===== config.mk =====
export PLATFORM = sky130hd
export DESIGN_NAME = rsra_seg_mem
export DESIGN_NICKNAME = d
export VERILOG_FILES = /design/src/rsra_pkg.sv /design/src/rsra_seg_mem.sv
export SDC_FILE = /design/constraint.sdc
export NUM_CORES = 2
export LEC_CHECK = 0
export BUFFER_PORTS_ARGS = -buffer_cell sky130_fd_sc_hd__buf_2
export CORE_AREA = 2 2 505 1008
export CTS_BUF_LIST = sky130_fd_sc_hd__clkbuf_8 sky130_fd_sc_hd__clkbuf_16
export DETAILED_ROUTE_END_ITERATION = 16
export DIE_AREA = 0 0 507 1010
export PLACE_DENSITY = 0.48
export SKIP_LAST_GASP = 1
export SYNTH_ARGS = -nofsm -noshare
export SYNTH_HDL_FRONTEND = slang
export SYNTH_MEMORY_MAX_BITS = 65536
export SYNTH_SLANG_ARGS = --single-unit

===== constraint.sdc =====
create_clock -name clk_i -period 10.5 [get_ports clk_i]
set_input_delay 1.05 -clock clk_i [delete_from_list [all_inputs] [get_ports clk_i]]
set_output_delay 1.05 -clock clk_i [all_outputs]
set_load 0.01 [all_outputs]

===== src/rsra_pkg.sv =====
package rsra_pkg;

  // built maximum of the segment ring
  localparam int unsigned MaxSegmentsDefault = 64;

  // command codes
  localparam logic [1:0] CmdAlloc   = 2'd0;
  localparam logic [1:0] CmdRelease = 2'd1;
  localparam logic [1:0] CmdClear   = 2'd2;

  // status codes
  localparam logic [1:0] StatOk      = 2'd0;
  localparam logic [1:0] StatNoFree  = 2'd1;
  localparam logic [1:0] StatBadRel  = 2'd2;

  // register indexes and reset values
  localparam logic RegSegSize  = 1'b0;
  localparam logic RegSegCount = 1'b1;
  localparam logic [29:0] SegSizeReset  = 30'd67108864;
  localparam logic [6:0]  SegCountReset = 7'd64;

  typedef struct packed {
    logic [1:0]  cmd;
    logic [31:0] required_size;
    logic [5:0]  release_segment;
  } in_item_t;

  typedef struct packed {
    logic [1:0]  status;
    logic [5:0]  segment;
    logic [39:0] offset;
    logic [45:0] bytes_in_use;
  } out_item_t;

  // one entry of the segment table
  typedef struct packed {
    logic [39:0] offset;
    logic [31:0] refs;
  } seg_entry_t;

  typedef enum logic [2:0] {
    StIdle,
    StMod,
    StRead,
    StEval,
    StScan,
    StResp
  } state_e;

endpackage


===== src/rsra_seg_mem.sv =====
module rsra_seg_mem
  import rsra_pkg::*;
#(
  parameter int unsigned Depth = MaxSegmentsDefault,
  parameter int unsigned AddrW = 6
) (
  input  logic             clk_i,
  input  logic             we_i,
  input  logic [AddrW-1:0] waddr_i,
  input  seg_entry_t       wdata_i,
  input  logic             re_i,
  input  logic [AddrW-1:0] raddr_i,
  output seg_entry_t       rdata_o
);

  seg_entry_t mem_q [Depth];
  seg_entry_t rdata_q;

  always_ff @(posedge clk_i) begin
    if (we_i) begin
      mem_q[waddr_i] <= wdata_i;
    end
  end

  always_ff @(posedge clk_i) begin
    if (re_i) begin
      rdata_q <= mem_q[raddr_i];
    end
  end

  assign rdata_o = rdata_q;

endmodule


==> impl_metrics.json <==
{
  "status": "finished, final reports clean",
  "ys_types": 26,
  "firstDrtPassIters": 5,
  "cp.required_ps": 11200,
  "vias": 84410,
  "dieArea_sq_um": 512100,
  "clock_skew_ps": 43.28,
  "layout-drive-gt1-share": 0.2750,
  "peakVddDrop_uv": 125.5,
  "power_frac_clock": 0.401,
  "power_density_nw_per_um2": 189.8,
  "p_leak_nw": 60.57,
  "netSwitchingFraction": 0.2166,
  "p_int_mw": 29.57,
  "final_common_cell": "edfxtp_1",
  "cts_hold_buf": 0,
  "fin_tns_setup_ps": 0,
  "fin_nets": 7751,
  "ff2ff_setup_slack_ps": 8140,
  "ys_seq_area_frac": 0.7988,
  "drc": 0,
  "finalCriticalPeriod_ps": 4191,
  "synthCells": 7305,
  "htree_levels": 5,
  "max_cap_violations": 0,
  "antenna_found_initial": 64,
  "grt_use_total": 0.2213,
  "hp-class": "input port to register",
  "cp_max_fo": 55,
  "final_cell_mix": "edfxtp_1 (4680), mux4_2 (1152), clkbuf_16 (398), a22oi_1 (288), buf_4 (188)",
  "post_cts_buffers": 0,
  "min_period_over_period": 0.3992,
  "fp.dieH_mm": 1.010,
  "avgSynthCellArea_sq_um": 24.08,
  "rows": 369,
  "hold_viol": 0,
  "gp_congestion": 0.7660,
  "syn_area_sq_um": 175900,
  "fmax_mhz": 238.6,
  "drv_slew": 0,
  "rsz0062_at_grt": "false",
  "cts_buffers": 392,
  "synth_nets": 7392,
  "path_class": "input port to register",
  "place_hpwl_mm": 311.2,
  "end_kind": "register",
  "cts_resized": 0,
  "yosys_warnings": 0,
  "pwr-share-seq": 0.551,
  "coreArea_sq_um": 504200,
  "gr-total-overflow": 0,
  "grt_max_degree": 129,
  "dp.cells": 13950,
  "routed_wirelength_mm": 575.1,
  "clk_path_buf_depth": 4,
  "die_x_um": 507,
  "grt_pass1_vias": 87800,
  "clk_latency_ps": 970,
  "worst_pin_slew_ps": 1468,
  "syn_to_final_growth_pct": 13.04,
  "ys_ff_latch": 4680,
  "start_util": 0.3490,
  "grt_pass1_wl_mm": 774.8,
  "startpoint_type": "input port",
  "worstPathArrival_ps": 4890,
  "p_sw_mw": 8.175,
  "fin_cells": 14700,
  "drtIter0Drc": 8877,
  "io_buffer_count": 158,
  "ant_nets": 0,
  "pwr-share-comb": 0.048,
  "worst_slew_margin_rel": 0.02131,
  "drt-vias-per-instance": 5.742,
  "ios": 159,
  "clkTransAtPathRegs_ps": 70,
  "cts_sinks": 4680,
  "cts_tree": "yes",
  "setup_viol": 0,
  "post_drt_wl_per_cell_um": 39.12,
  "root_buffer": "clkbuf_16"
}
-- stage by stage --
step                  util  area, sq um  setup slack [ps]  hold WS (ps)  total power, mW
floorplan                -       175900              3451         855.8            22.12
global placement    0.3686       185900              5290         886.5            23.05
detailed placement  0.3686       185900              5342         911.1            23.08
CTS                 0.3943       198800              6387         522.1            38.07
global route        0.3944       198800              6182         566.7            38.72
finish              0.3945       198900              6309         587.6            37.74
-- registers in the layout, summed over array words and instances, names as in the netlist --
name,flops
rdata_o,72
mem_q,4608
-- final timing paths --
kind	end	cells after the start	from
worst max-delay path	rdata_o[47]	8	raddr_i[2]
worst min-delay path	rdata_o[48]	1	re_i
worst max register to register	rdata_o[17]	4	mem_q[19][17]
worst min register to register	rdata_o[32]	4	mem_q[12][32]
-- logic make-up after synthesis --
kind of cell           count (synthesis)  share of synthesized area
buffers and inverters                418                    0.01155
flip-flops                          4680                     0.7988
AO/OA/AOI/OAI                        630                    0.02727
multiplexers                        1260                     0.1536
AND/OR/NAND/NOR                      317                   0.008783
-- power by group through the flow --
stage	logic, mW	registers, mW	clock network [mW]
2_1_floorplan	0.951	21.2	0
3_3_place_gp	1.84	21.2	0
3_5_place_dp	1.87	21.2	0
4_1_cts	1.87	20.8	15.4
5_1_grt	1.93	20.8	16.0
6_report	1.83	20.8	15.1
-- cell type report --
type | instances | area [sq um]
Antenna cell | 40 | 100.1
Clock inverter | 314 | 2952
Timing Repair Buffer | 383 | 2999
Clock buffer | 398 | 9960
Tap cell | 6678 | 8356
Multi-Input combinational cell | 2207 | 33970
Sequential cell | 4680 | 140500
Fill cell | 44430 | 305300
-- cell usage after synthesis --
cell | n | area share
edfxtp_1 | 4680 | 0.80
mux4_2 | 1152 | 0.15
a22oi_1 | 288 | 0.012
buf_2 | 190 | 0.0054
o22ai_1 | 144 | 0.0051
clkbuf_1 | 143 | 0.0031
nand3_1 | 128 | 0.0036
nor2_1 | 120 | 0.0026
mux2i_1 | 108 | 0.0061
a211oi_1 | 72 | 0.0031
o211a_1 | 72 | 0.0041
buf_4 | 56 | 0.0024
o221ai_1 | 54 | 0.0027
buf_1 | 27 | 0.00058
nand3b_1 | 26 | 0.0011
nand2b_1 | 9 | 0.00032
nor2b_1 | 9 | 0.00032
nand2_1 | 8 | 0.00017
or3b_2 | 4 | 0.00020
and2_1 | 3 | 0.00011
or3_1 | 3 | 0.00011
buf_6 | 2 | 0.00013
nand4_1 | 2 | 0.000071
nor3_1 | 2 | 0.000057
or2_2 | 2 | 0.000071
nand4b_1 | 1 | 0.000050
-- critical path: stages --
cell	delay (ps)
buf_8	400
buf_4	680
buf_4	810
buf_4	650
mux4_2	400
mux2i_1	200
a211oi_1	160
o211a_1	280
-- routing by layer --
layer / vias to the layer above / wire length, um / track usage
li1: 32470 / - / -
met2: 3104 / 309900 / 0.4067
met5: - / 93 / 0
met3: 839 / 29390 / 0.02437
met4: 12 / 23740 / 0.07942
met1: 47990 / 212000 / 0.2667
No activity file was read; power rests on OpenSTA's default activity.
